--- src/rtl/alclk_pkg.sv ---
// alarm clock package: phase type, digit and button types, button codes,
// digit limits and small decimal helper functions
// no dependencies
package alclk_pkg;

    typedef enum logic [1:0] {
        PH_SET_TIME  = 2'd0,
        PH_SET_ALARM = 2'd1,
        PH_RUN       = 2'd2
    } phase_t;

    localparam int DIGIT_COUNT = 6;

    localparam int BTN_UP    = 1;
    localparam int BTN_LEFT  = 3;
    localparam int BTN_RIGHT = 5;
    localparam int BTN_DOWN  = 7;

    typedef logic [3:0] digit_t;
    typedef digit_t [DIGIT_COUNT-1:0] digits_t;
    typedef logic [2:0] cursor_t;

    localparam cursor_t CURSOR_LAST = cursor_t'(DIGIT_COUNT - 1);

    localparam digit_t DIGIT_LIMIT [DIGIT_COUNT] = '{
        4'd2, 4'd3, 4'd5, 4'd9, 4'd5, 4'd9
    };

    typedef struct packed {
        logic up;
        logic left;
        logic right;
        logic down;
    } btn_t;

    typedef struct packed {
        logic    advance;
        cursor_t cursor;
        digits_t digits;
        digits_t load_digits;
    } edit_res_t;

    function automatic logic [6:0] pair_value(digit_t tens, digit_t units);
        logic [6:0] t7;
        t7 = {3'b000, tens};
        return (t7 << 3) + (t7 << 1) + {3'b000, units};
    endfunction

    function automatic logic [2:0] tens_of(logic [5:0] v);
        logic [2:0] t;
        if (v >= 6'd60)
            t = 3'd6;
        else if (v >= 6'd50)
            t = 3'd5;
        else if (v >= 6'd40)
            t = 3'd4;
        else if (v >= 6'd30)
            t = 3'd3;
        else if (v >= 6'd20)
            t = 3'd2;
        else if (v >= 6'd10)
            t = 3'd1;
        else
            t = 3'd0;
        return t;
    endfunction

    function automatic logic [3:0] units_of(logic [5:0] v);
        logic [5:0] t6;
        logic [5:0] diff;
        t6 = {3'b000, tens_of(v)};
        diff = v - ((t6 << 3) + (t6 << 1));
        return diff[3:0];
    endfunction

endpackage

--- src/rtl/alarm_clock_with_digit_setting.sv ---
// alarm clock top level: time, alarm and edit state, result register
// depends on alclk_pkg and alclk_edit
//
// usage
// - input channel (in_valid/in_ready): mode 0 is a one-second tick, mode 1 a
//   push-button sample in buttons (bit 1 up, bit 3 left, bit 5 right, bit 7 down)
// - output channel (out_valid/out_ready): one result per input transaction with
//   phase, cursor, six display digits and alarm_match, all after the item
// - phase 0 sets the clock, phase 1 sets the alarm, phase 2 runs; moving right
//   from the last digit ends a setting phase
// - the result is valid the cycle after the input transaction
// - throughput: one item per cycle while out_ready is high; state and result
//   update in a single registered pass through the editor and the time carry logic
// - the input is taken while a result is being read out (in_ready is high when
//   the result register is empty or out_ready is high)
// - when the receiver stalls, the result holds and in_ready drops
// - reset clears time, alarm, digits, cursor and phase to zero, and empties
//   the result register
module alarm_clock_with_digit_setting
    import alclk_pkg::*;
#(
    parameter int BUTTON_COUNT = 9
)
(
    input  logic                    clk,
    input  logic                    rst_n,
    input  logic                    in_valid,
    output logic                    in_ready,
    input  logic                    mode,
    input  logic [BUTTON_COUNT-1:0] buttons,
    output logic                    out_valid,
    input  logic                    out_ready,
    output logic [1:0]              phase,
    output logic [2:0]              cursor,
    output logic [1:0]              digit_hour_tens,
    output logic [3:0]              digit_hour_units,
    output logic [2:0]              digit_minute_tens,
    output logic [3:0]              digit_minute_units,
    output logic [2:0]              digit_second_tens,
    output logic [3:0]              digit_second_units,
    output logic                    alarm_match
);

    phase_t      phase_reg, phase_next;
    cursor_t     cursor_reg, cursor_next;
    digits_t     digits_reg, digits_next;
    logic [4:0]  hours_reg, hours_next;
    logic [5:0]  minutes_reg, minutes_next;
    logic [5:0]  seconds_reg, seconds_next;
    logic [4:0]  alarm_h_reg, alarm_h_next;
    logic [5:0]  alarm_m_reg, alarm_m_next;
    logic [5:0]  alarm_s_reg, alarm_s_next;

    logic        out_valid_reg, out_valid_next;
    logic [1:0]  out_phase_reg;
    logic [2:0]  out_cursor_reg;
    logic [1:0]  out_ht_reg;
    logic [3:0]  out_hu_reg;
    logic [2:0]  out_mt_reg;
    logic [3:0]  out_mu_reg;
    logic [2:0]  out_st_reg;
    logic [3:0]  out_su_reg;
    logic        out_match_reg;

    logic        in_accept;
    logic        editing;
    logic        ticking;
    logic        running_next;
    btn_t        btn;
    edit_res_t   edit_res;
    logic [4:0]  load_h;
    logic [5:0]  load_m;
    logic [5:0]  load_s;
    logic [6:0]  pair_h, pair_m, pair_s;
    logic [2:0]  hour_tens_full;

    assign in_ready  = !out_valid_reg || out_ready;
    assign in_accept = in_valid && in_ready;

    assign btn.up    = buttons[BTN_UP];
    assign btn.left  = buttons[BTN_LEFT];
    assign btn.right = buttons[BTN_RIGHT];
    assign btn.down  = buttons[BTN_DOWN];

    alclk_edit u_edit (
        .cursor (cursor_reg),
        .digits (digits_reg),
        .btn    (btn),
        .result (edit_res)
    );

    assign editing = in_accept && mode &&
                     (phase_reg == PH_SET_TIME || phase_reg == PH_SET_ALARM);
    assign ticking = in_accept && !mode && phase_reg != PH_SET_TIME;

    assign pair_h = pair_value(edit_res.load_digits[0], edit_res.load_digits[1]);
    assign pair_m = pair_value(edit_res.load_digits[2], edit_res.load_digits[3]);
    assign pair_s = pair_value(edit_res.load_digits[4], edit_res.load_digits[5]);
    assign load_h = pair_h[4:0];
    assign load_m = pair_m[5:0];
    assign load_s = pair_s[5:0];

    // phase sequencing
    always_comb
    begin
        phase_next = phase_reg;
        if (editing && edit_res.advance)
        begin
            case (phase_reg)
                PH_SET_TIME:  phase_next = PH_SET_ALARM;
                PH_SET_ALARM: phase_next = PH_RUN;
                default:      phase_next = phase_reg;
            endcase
        end
    end

    // edit, load and time carry
    always_comb
    begin
        cursor_next  = cursor_reg;
        digits_next  = digits_reg;
        hours_next   = hours_reg;
        minutes_next = minutes_reg;
        seconds_next = seconds_reg;
        alarm_h_next = alarm_h_reg;
        alarm_m_next = alarm_m_reg;
        alarm_s_next = alarm_s_reg;

        if (editing)
        begin
            cursor_next = edit_res.cursor;
            digits_next = edit_res.digits;
            if (phase_reg == PH_SET_TIME)
            begin
                hours_next   = load_h;
                minutes_next = load_m;
                seconds_next = load_s;
            end
            else
            begin
                alarm_h_next = load_h;
                alarm_m_next = load_m;
                alarm_s_next = load_s;
            end
        end
        else if (ticking)
        begin
            if (seconds_reg >= 6'd59)
            begin
                seconds_next = 6'd0;
                if (minutes_reg >= 6'd59)
                begin
                    minutes_next = 6'd0;
                    hours_next   = (hours_reg >= 5'd23) ? 5'd0 : hours_reg + 5'd1;
                end
                else
                    minutes_next = minutes_reg + 6'd1;
            end
            else
                seconds_next = seconds_reg + 6'd1;
        end
    end

    // result register contents
    assign running_next   = (phase_next != PH_SET_TIME) && (phase_next != PH_SET_ALARM);
    assign out_valid_next = in_accept || (out_valid_reg && !out_ready);
    assign hour_tens_full = tens_of({1'b0, hours_next});

    always_ff @(posedge clk or negedge rst_n)
    begin
        if (!rst_n)
        begin
            phase_reg     <= PH_SET_TIME;
            cursor_reg    <= '0;
            digits_reg    <= '0;
            hours_reg     <= '0;
            minutes_reg   <= '0;
            seconds_reg   <= '0;
            alarm_h_reg   <= '0;
            alarm_m_reg   <= '0;
            alarm_s_reg   <= '0;
            out_valid_reg <= 1'b0;
        end
        else
        begin
            phase_reg     <= phase_next;
            cursor_reg    <= cursor_next;
            digits_reg    <= digits_next;
            hours_reg     <= hours_next;
            minutes_reg   <= minutes_next;
            seconds_reg   <= seconds_next;
            alarm_h_reg   <= alarm_h_next;
            alarm_m_reg   <= alarm_m_next;
            alarm_s_reg   <= alarm_s_next;
            out_valid_reg <= out_valid_next;
        end
    end

    always_ff @(posedge clk)
    begin
        if (in_accept)
        begin
            out_phase_reg  <= running_next ? PH_RUN : phase_next;
            out_cursor_reg <= cursor_next;
            out_match_reg  <= running_next && hours_next == alarm_h_next &&
                              minutes_next == alarm_m_next &&
                              seconds_next == alarm_s_next;
            if (running_next)
            begin
                out_ht_reg <= hour_tens_full[1:0];
                out_hu_reg <= units_of({1'b0, hours_next});
                out_mt_reg <= tens_of(minutes_next);
                out_mu_reg <= units_of(minutes_next);
                out_st_reg <= tens_of(seconds_next);
                out_su_reg <= units_of(seconds_next);
            end
            else
            begin
                out_ht_reg <= digits_next[0][1:0];
                out_hu_reg <= digits_next[1];
                out_mt_reg <= digits_next[2][2:0];
                out_mu_reg <= digits_next[3];
                out_st_reg <= digits_next[4][2:0];
                out_su_reg <= digits_next[5];
            end
        end
    end

    assign out_valid          = out_valid_reg;
    assign phase              = out_phase_reg;
    assign cursor             = out_cursor_reg;
    assign digit_hour_tens    = out_ht_reg;
    assign digit_hour_units   = out_hu_reg;
    assign digit_minute_tens  = out_mt_reg;
    assign digit_minute_units = out_mu_reg;
    assign digit_second_tens  = out_st_reg;
    assign digit_second_units = out_su_reg;
    assign alarm_match        = out_match_reg;

endmodule

--- src/rtl/alclk_edit.sv ---
// digit editor: applies one button sample to cursor and edit digits
// depends on alclk_pkg
module alclk_edit
    import alclk_pkg::*;
(
    input  cursor_t   cursor,
    input  digits_t   digits,
    input  btn_t      btn,
    output edit_res_t result
);

    digits_t d_up;
    digits_t d_down;
    cursor_t c_left;
    cursor_t c_right;
    logic    advance;

    always_comb
    begin
        for (int i = 0; i < DIGIT_COUNT; i++)
        begin
            if (btn.up && cursor == cursor_t'(i) && digits[i] < DIGIT_LIMIT[i])
                d_up[i] = digits[i] + 4'd1;
            else
                d_up[i] = digits[i];
        end

        c_left  = (btn.left && cursor != 3'd0) ? cursor - 3'd1 : cursor;
        advance = btn.right && (c_left == CURSOR_LAST);
        c_right = btn.right ? c_left + 3'd1 : c_left;

        for (int i = 0; i < DIGIT_COUNT; i++)
        begin
            if (btn.down && c_right == cursor_t'(i) && d_up[i] != 4'd0)
                d_down[i] = d_up[i] - 4'd1;
            else
                d_down[i] = d_up[i];
        end

        result.advance     = advance;
        result.cursor      = advance ? 3'd0 : c_right;
        result.digits      = advance ? '0 : d_down;
        result.load_digits = advance ? d_up : d_down;
    end

endmodule

--- config.mk ---
export PLATFORM = sky130hd
export DESIGN_NAME = alarm_clock_with_digit_setting
export DESIGN_NICKNAME = d
export VERILOG_FILES = /design/src/rtl/alclk_pkg.sv /design/src/rtl/alarm_clock_with_digit_setting.sv /design/src/rtl/alclk_edit.sv
export SDC_FILE = /design/constraint.sdc
export NUM_CORES = 1
export LEC_CHECK = 0
export BUFFER_PORTS_ARGS = -buffer_cell sky130_fd_sc_hd__clkbuf_2
export CAP_MARGIN = 20
export CORE_ASPECT_RATIO = 0.8
export CORE_MARGIN = 2
export CORE_UTILIZATION = 38
export DETAILED_ROUTE_END_ITERATION = 10
export PLACE_DENSITY_LB_ADDON = 0.15
export SLEW_MARGIN = 40
export SYNTH_ARGS = -nofsm -noshare
export SYNTH_HDL_FRONTEND = slang
export SYNTH_SLANG_ARGS = --single-unit
--- constraint.sdc ---
create_clock -name clk -period 6.5 [get_ports clk]
set_input_delay 0.975 -clock clk [delete_from_list [all_inputs] [get_ports clk]]
set_output_delay 0.975 -clock clk [all_outputs]
set_load 0.05 [all_outputs]
-- Yosys cells after proc, flatten, opt, wreduce, memory -nomap -nowiden
Index checks and enable logic that the tools add are counted.
- register bits: 90
- input bits: 14
- output and inout port bits: 28
- add/sub/neg operators: 29
- magnitude comparators: 27
- equality and inequality tests: 16
- multiplexer cells: 72
- reduce and logical (&&, ||, !) cells: 55
- operators with widths (kind ; count):
    two-way mux 6 bit ; 13
    two-way mux 24 bit ; 3
    two-way mux 3 bit ; 22
    two-way mux 4 bit ; 15
    greater-or-equal comparator 6 bit, second input constant ; 8
    two-way mux 5 bit ; 8
    logical AND 1 bit ; 37
    adder 4 x 1 -> 4 bit, second input constant ; 6
    greater-or-equal comparator 6 x 5 -> 1 bit, second input constant ; 4
    nonzero test 4 bit ; 6
    subtractor 4 x 1 -> 4 bit, second input constant ; 6
    greater-or-equal comparator 5 x 6 -> 1 bit, second input constant ; 3
    equality test 3 bit, second input constant ; 5
    greater-or-equal comparator 5 bit, second input constant ; 3
    two-way mux 2 bit ; 7
    adder 4 bit ; 3
    adder 6 x 1 -> 6 bit, second input constant ; 2
    adder 6 x 4 -> 6 bit ; 2
    adder 6 x 5 -> 6 bit ; 2
    equality test 3 x 2 -> 1 bit, second input constant ; 4
    equality test 6 bit ; 2
    greater-or-equal comparator 6 x 4 -> 1 bit, second input constant ; 2
    subtractor 4 bit ; 3
    < comparator 4 x 2 -> 1 bit, second input constant ; 2
    other kinds (20) ; 31

-- Depth between registers and ports, before layout
- depth after elaboration: 26
- gate-level depth with buffers: 30

-- Cells and area by module
A second synthesis with hierarchy kept.
- cell total of the unflattened synthesis: 830
- area, all modules: 7522.2 µm²
- modules (own cells, without submodules) (module ; times used ; cells each ; area each (µm²)):
    alarm_clock_with_digit_setting ; 1 ; 536 ; 5410.2
    alclk_edit ; 1 ; 294 ; 2112.0

-- Worst setup path before layout
No wires, ideal clock.
- kind: input-to-reg
- start: input buttons[3]
- end: register out_su_reg[3] (netlist: digit_second_units[3]) (data pin)
- library setup time: 0.270 ns
- arrival time: 6.307 ns
- required time: 6.230 ns
- path slack: -0.077 ns
- stages on the path: 26
- cell sequence: buf_2 -> a21oi_1 -> or2_2 -> ha_1 -> nand2b_1 -> nor3_1 -> o21ai_0 -> a311oi_2 -> nand4_1 -> nor2_1 -> xnor2_1 -> fa_1 -> ha_1 -> a21o_1 -> a21oi_1 -> xnor2_1 -> xnor3_1 -> o221ai_4 -> nand2b_1 -> a21boi_1 -> mux2i_1 -> ha_1 -> nand2_1 -> a31oi_1 -> xnor2_1 -> a21oi_1
- word-level cells in the longest chain between the ends: 25
- RTL lines (element ; line ; source):
    start, declared ; alarm_clock_with_digit_setting.sv:30 ; input logic [BUTTON_COUNT-1:0] buttons,
    logical AND 1 bit * ; alclk_edit.sv:28 ; c_left = (btn.left && cursor != 3'd0) ? cursor - 3'd1 : cursor;
    two-way mux 3 bit * ; alclk_edit.sv:28 ;
    adder 3 x 1 -> 3 bit ; alclk_edit.sv:30 ; c_right = btn.right ? c_left + 3'd1 : c_left;
    two-way mux 3 bit ; alclk_edit.sv:30 ;
    equality test 3 bit ; alclk_edit.sv:34 ; if (btn.down && c_right == cursor_t'(i) && d_up[i] != 4'd0)
    logical AND 1 bit (2 in a row) ; alclk_edit.sv:34 ;
    two-way mux 4 bit ; alclk_edit.sv:34 ;
    two-way mux 24 bit * ; alclk_edit.sv:43 ; result.load_digits = advance ? d_up : d_down;
    (+4 left out) ; n/a ;
    via seconds_next[5] ; alarm_clock_with_digit_setting.sv:49 ; logic [5:0] seconds_reg, seconds_next;
    (+4 left out) ; n/a ;
    two-way mux 3 bit ; alclk_pkg.sv:55 ; else if (v >= 6'd40)
    two-way mux 3 bit ; alclk_pkg.sv:53 ; else if (v >= 6'd50)
    two-way mux 3 bit * ; alclk_pkg.sv:51 ; if (v >= 6'd60)
    two-way mux 3 bit * ; alarm_clock_with_digit_setting.sv:208 ; if (running_next)
    two-way mux 3 bit * ; alarm_clock_with_digit_setting.sv:201 ; if (in_accept)
    adder 4 bit * ; alclk_pkg.sv:72 ; diff = v - ((t6 << 3) + (t6 << 1));
    subtractor 4 bit * ; alclk_pkg.sv:72 ;
    two-way mux 4 bit * ; alarm_clock_with_digit_setting.sv:208 ;
    end signal, assigned ; alarm_clock_with_digit_setting.sv:215 ; out_su_reg <= units_of(seconds_next);
    end signal, assigned ; alarm_clock_with_digit_setting.sv:224 ; out_su_reg <= digits_next[5];
    end, declared ; alarm_clock_with_digit_setting.sv:62 ; logic [3:0] out_su_reg;
Mark *: on every way through the listed nets, which the timed path passes. The rest lies on a longest branch. The select of a mux whose other input is x is not followed.
A chain may end at the register's enable or synchronous reset.

-- Worst setup path in the final report
- start: input buttons[3]
- end: register out_hu_reg[3] (netlist: digit_hour_units[3]) (data pin)
- word-level cells in the longest chain between the ends: 25
- RTL lines (element ; line ; source):
    logical AND 1 bit * ; alclk_edit.sv:28 ;
    two-way mux 3 bit * ; alclk_edit.sv:28 ;
    adder 3 x 1 -> 3 bit ; alclk_edit.sv:30 ;
    two-way mux 3 bit ; alclk_edit.sv:30 ;
    logical NOT 3 bit ; alclk_edit.sv:34 ;
    logical AND 1 bit (2 in a row) ; alclk_edit.sv:34 ;
    two-way mux 4 bit ; alclk_edit.sv:34 ;
    two-way mux 24 bit ; alclk_edit.sv:43 ;
    (+6 left out) ; n/a ;
    two-way mux 2 bit ; alclk_pkg.sv:59 ; else if (v >= 6'd20)
    two-way mux 2 bit ; alclk_pkg.sv:57 ; else if (v >= 6'd30)
    two-way mux 3 bit (3 in a row) ; n/a ;
    two-way mux 3 bit ; alarm_clock_with_digit_setting.sv:208 ;
    two-way mux 3 bit ; alarm_clock_with_digit_setting.sv:201 ;
    adder 4 bit ; alclk_pkg.sv:72 ;
    subtractor 4 bit ; alclk_pkg.sv:72 ;
    two-way mux 4 bit * ; alarm_clock_with_digit_setting.sv:208 ;
    end signal, assigned ; alarm_clock_with_digit_setting.sv:211 ; out_hu_reg <= units_of({1'b0, hours_next});
    end signal, assigned ; alarm_clock_with_digit_setting.sv:220 ; out_hu_reg <= digits_next[1];
    end, declared ; alarm_clock_with_digit_setting.sv:58 ; logic [3:0] out_hu_reg;
Every way passes the cells marked *; elsewhere a longest branch is shown, timed or not. The select of a mux whose other input is x is not followed.

==> flow_metrics.env <==
export IMPL_htree_levels=3
export IMPL_diodes=0
export IMPL_finClkSkew_ps=6.732
export IMPL_worst_slew_pin_slew_ps=867.7
export IMPL_cp_end_kind="flop"
export IMPL_switching_share=0.4819
export IMPL_clock_path_buffers=2
export IMPL_drt_initial_drc_count=439
export IMPL_final_hold_viol_count=0
export IMPL_cp_arrival_ps=6200
export IMPL_cts_root_buf="clkbuf_16"
export IMPL_fin_util=0.4543
export IMPL_numCtsBuffers=9
export IMPL_cts_tree="yes"
export IMPL_synthesis_area_um2=7083
export IMPL_track_usage=0.2018
export IMPL_synth_cell_types=89
export IMPL_clock_sinks=90
export IMPL_dieArea_um2=19750
export IMPL_rsz0062_at_grt="false"
export IMPL_yosys_area_share_simple=0.1867
export IMPL_grt_pass1_vias=5957
export IMPL_wl_um=19160
export IMPL_clk_pin_slew_ps=70
export IMPL_hold_buffers=0
export IMPL_grt_max_degree=65
export IMPL_intPower_uw=2442
export IMPL_p_comb_frac=0.677
export IMPL_grt_pass1_wl_um=31130
export IMPL_synthAdderAreaFrac=0.1131
export IMPL_max_slew_margin_rel=0.4194
export IMPL_num_rows=44
export IMPL_via_count=6006
export IMPL_area_delta_synth_final_pct=16.89
export IMPL_synth_compound_area_frac=0.1910
export IMPL_power_leakage_uw=0.003589
export IMPL_netlist_instances=786
export IMPL_startpoint_type="input pin"
export IMPL_final_area_um2=8279
export IMPL_start_util=0.3887
export IMPL_drv_slew=0
export IMPL_critPathKind="input pin to flop"
export IMPL_viasPerCell=5.382
export IMPL_whs_path_depth=2
export IMPL_ios=42
export IMPL_max_cap_viol_count=0
export IMPL_gp_congestion=0.8858
export IMPL_place_area_um2=7869
export IMPL_required_ps=6590
export IMPL_ys_seq_area_frac=0.3363
export IMPL_hp_class="flop to flop"
export IMPL_ys_seq_elements=90
export IMPL_nFillCells=1714
export IMPL_grt_overflow=0
export IMPL_r2r_cells=26
export IMPL_synth_top_family_by_area="compound AO/OA/AOI/OAI gates"
export IMPL_synthFlopType="dfrtp_1"
export IMPL_nets=930
export IMPL_hold_ws_ps=491.8
export IMPL_pwr_share_clk=0.116
export IMPL_hpwl_um=14070
export IMPL_yosys_warnings=0
export IMPL_first_pass_iters=7
export IMPL_die_x_um=156.6
export IMPL_fmax_mhz=163.6
export IMPL_p_per_area_nw_per_um2=569.3
export IMPL_core_area_um2=18220
export IMPL_switchingPower_uw=2271
export IMPL_finalCritPeriodShare=0.9403
export IMPL_async_flop_share=0.7111
export IMPL_drc_errors=0
export IMPL_largest_reg_flops=24
export IMPL_synth_edff_count=26
export IMPL_clock_latency_ps=360
export IMPL_synth_xor_area_frac=0.09786
export IMPL_muxShareOfSynthArea=0.03056
export IMPL_antenna_found_initial=0
export IMPL_setup_viol=0
export IMPL_synth_net_count=858
export IMPL_drive_gt1_frac=0.1854
export IMPL_irDropWorstVdd_v=0.0002563
export IMPL_drtAntennaViolNets=0
export IMPL_wl_per_cell_um=17.17
export IMPL_avgSynthCellArea_um2=9.012
export IMPL_seqPwrFrac=0.207
export IMPL_critPathMaxFanout=6
export IMPL_die_h_um=126.1
export IMPL_fin_crit_ps=6112
export IMPL_status="finished, final reports clean"
export IMPL_portBuffers=36
[cells in the final DEF, fill, tap and decap left out, drive strengths merged, types with 9 or more instances in the layout]
cell type    n
a21oi       33
xor2        27
nor2        64
nand4       12
nand2      107
dfrtp       64
buf         55
and3         9
nand3       21
mux2i       16
ha          52
clkbuf      45
edfxtp      26
nand2b       9
o22ai       12
xnor2       47
o21ai       48
inv         50
a31oi       15
[power groups by stage]
stage	Combinational, uW	Clock (uW)	Sequential [uW]
detailed placement	3100	0	985
floorplan	2080	0	1070
global route	3530	584	1010
finish	3190	546	978
global placement	3040	0	978
CTS	3120	561	978
[repair_timing]
| item | CTS | global route |
|---|---|---|
| gates resized for setup | 0 | 19 |
| hold endpoints to repair | 0 | 0 |
| setup buffers | 0 | 2 |
| setup endpoints to repair | 0 | 10 |
[final timing paths]
check	startpoint	end	slack, ps
min reg2reg	alarm_s_reg[2]$_DFF_PN0_	alarm_s_reg[2]$_DFF_PN0_	490
max in group asynchronous	rst_n	seconds_reg[5]$_DFF_PN0_	5330
max	buttons[3]	digit_hour_units[3]$_DFFE_PP_	390
min in group asynchronous	rst_n	digits_reg[11]$_DFFE_PN0P_	730
max reg2reg	cursor_reg[0]$_DFF_PN0_	digit_hour_units[3]$_DFFE_PP_	400
min	alarm_s_reg[2]$_DFF_PN0_	alarm_s_reg[2]$_DFF_PN0_	490
[per-layer routing]
metal	GRT usage	share of wire	vias up
li1	-	-	2954
met1	0.2822	0.49	2882
met2	0.3218	0.45	146
met3	0.03372	0.041	24
met4	0.05828	0.020	0
met5	0	0	-
[worst max-delay path, stage by stage]
cell	delay (ps)
clkbuf_2	130
nand2b_1	100
nor2_1	60
or2_2	280
ha_1	260
nand2b_1	210
and3_1	220
buf_4	160
a2111oi_4	360
nand2_1	140
xor2_1	210
fa_1	550
inv_1	50
fa_1	430
xor2_1	180
xnor2_1	150
o211a_1	130
or2_1	280
o21ai_4	200
nor2_1	100
ha_1	330
o311ai_1	330
nand2_1	130
xnor2_1	150
o21ai_1	70
[synth_stat cells, types with 7 or more instances]
master | number | area (um^2)
nand2_1 | 107 | 401.6
ha_1 | 52 | 650.6
inv_1 | 47 | 176.4
nor3_1 | 7 | 35.03
a21oi_1 | 31 | 155.2
nand3_1 | 21 | 105.1
o22ai_1 | 12 | 75.07
a31oi_1 | 13 | 81.33
nor2_1 | 64 | 240.2
edfxtp_1 | 26 | 780.8
and2_1 | 7 | 43.79
o21ai_0 | 42 | 210.2
xor2_1 | 26 | 227.7
o31ai_1 | 8 | 60.06
nand2b_1 | 9 | 56.30
dfrtp_1 | 64 | 1602
clkbuf_1 | 20 | 75.07
xnor2_1 | 45 | 394.1
nor2b_1 | 7 | 43.79
and3_1 | 9 | 56.30
mux2i_1 | 16 | 160.2
nand4_1 | 12 | 75.07
[logic make-up after synthesis]
family,Yosys count
fa+ha+maj,61
xor+xnor,75
compound gates,188
simple gates,271
buf+inv,80
flops,90
mux,21
[cell type report]
type                       count  area, um^2  area share
multi-input combinational    616        4494      0.5428
sequential                    90        2382      0.2877
timing repair buffer          90       589.3     0.07118
tap                          253       316.6     0.03823
clock buffer                  10       239.0     0.02887
inverter                      51       191.4     0.02312
clock inverter                 6       66.31    0.008010
[per-stage QoR]
stage | setup slack [ps] | power [uW] | TNS, ps | std cells
6_report | 388.3 | 4713 | 0 | 1116
5_1_grt | 40.13 | 5115 | 0 | 1116
4_1_cts | 101.7 | 4662 | 0 | 1114
3_5_place_dp | -45.88 | 4081 | -69.85 | 1098
3_3_place_gp | 26.97 | 4020 | 0 | 1098
2_1_floorplan | 7.842 | 3151 | 0 | 786
Power figures use the tool's default switching activity.
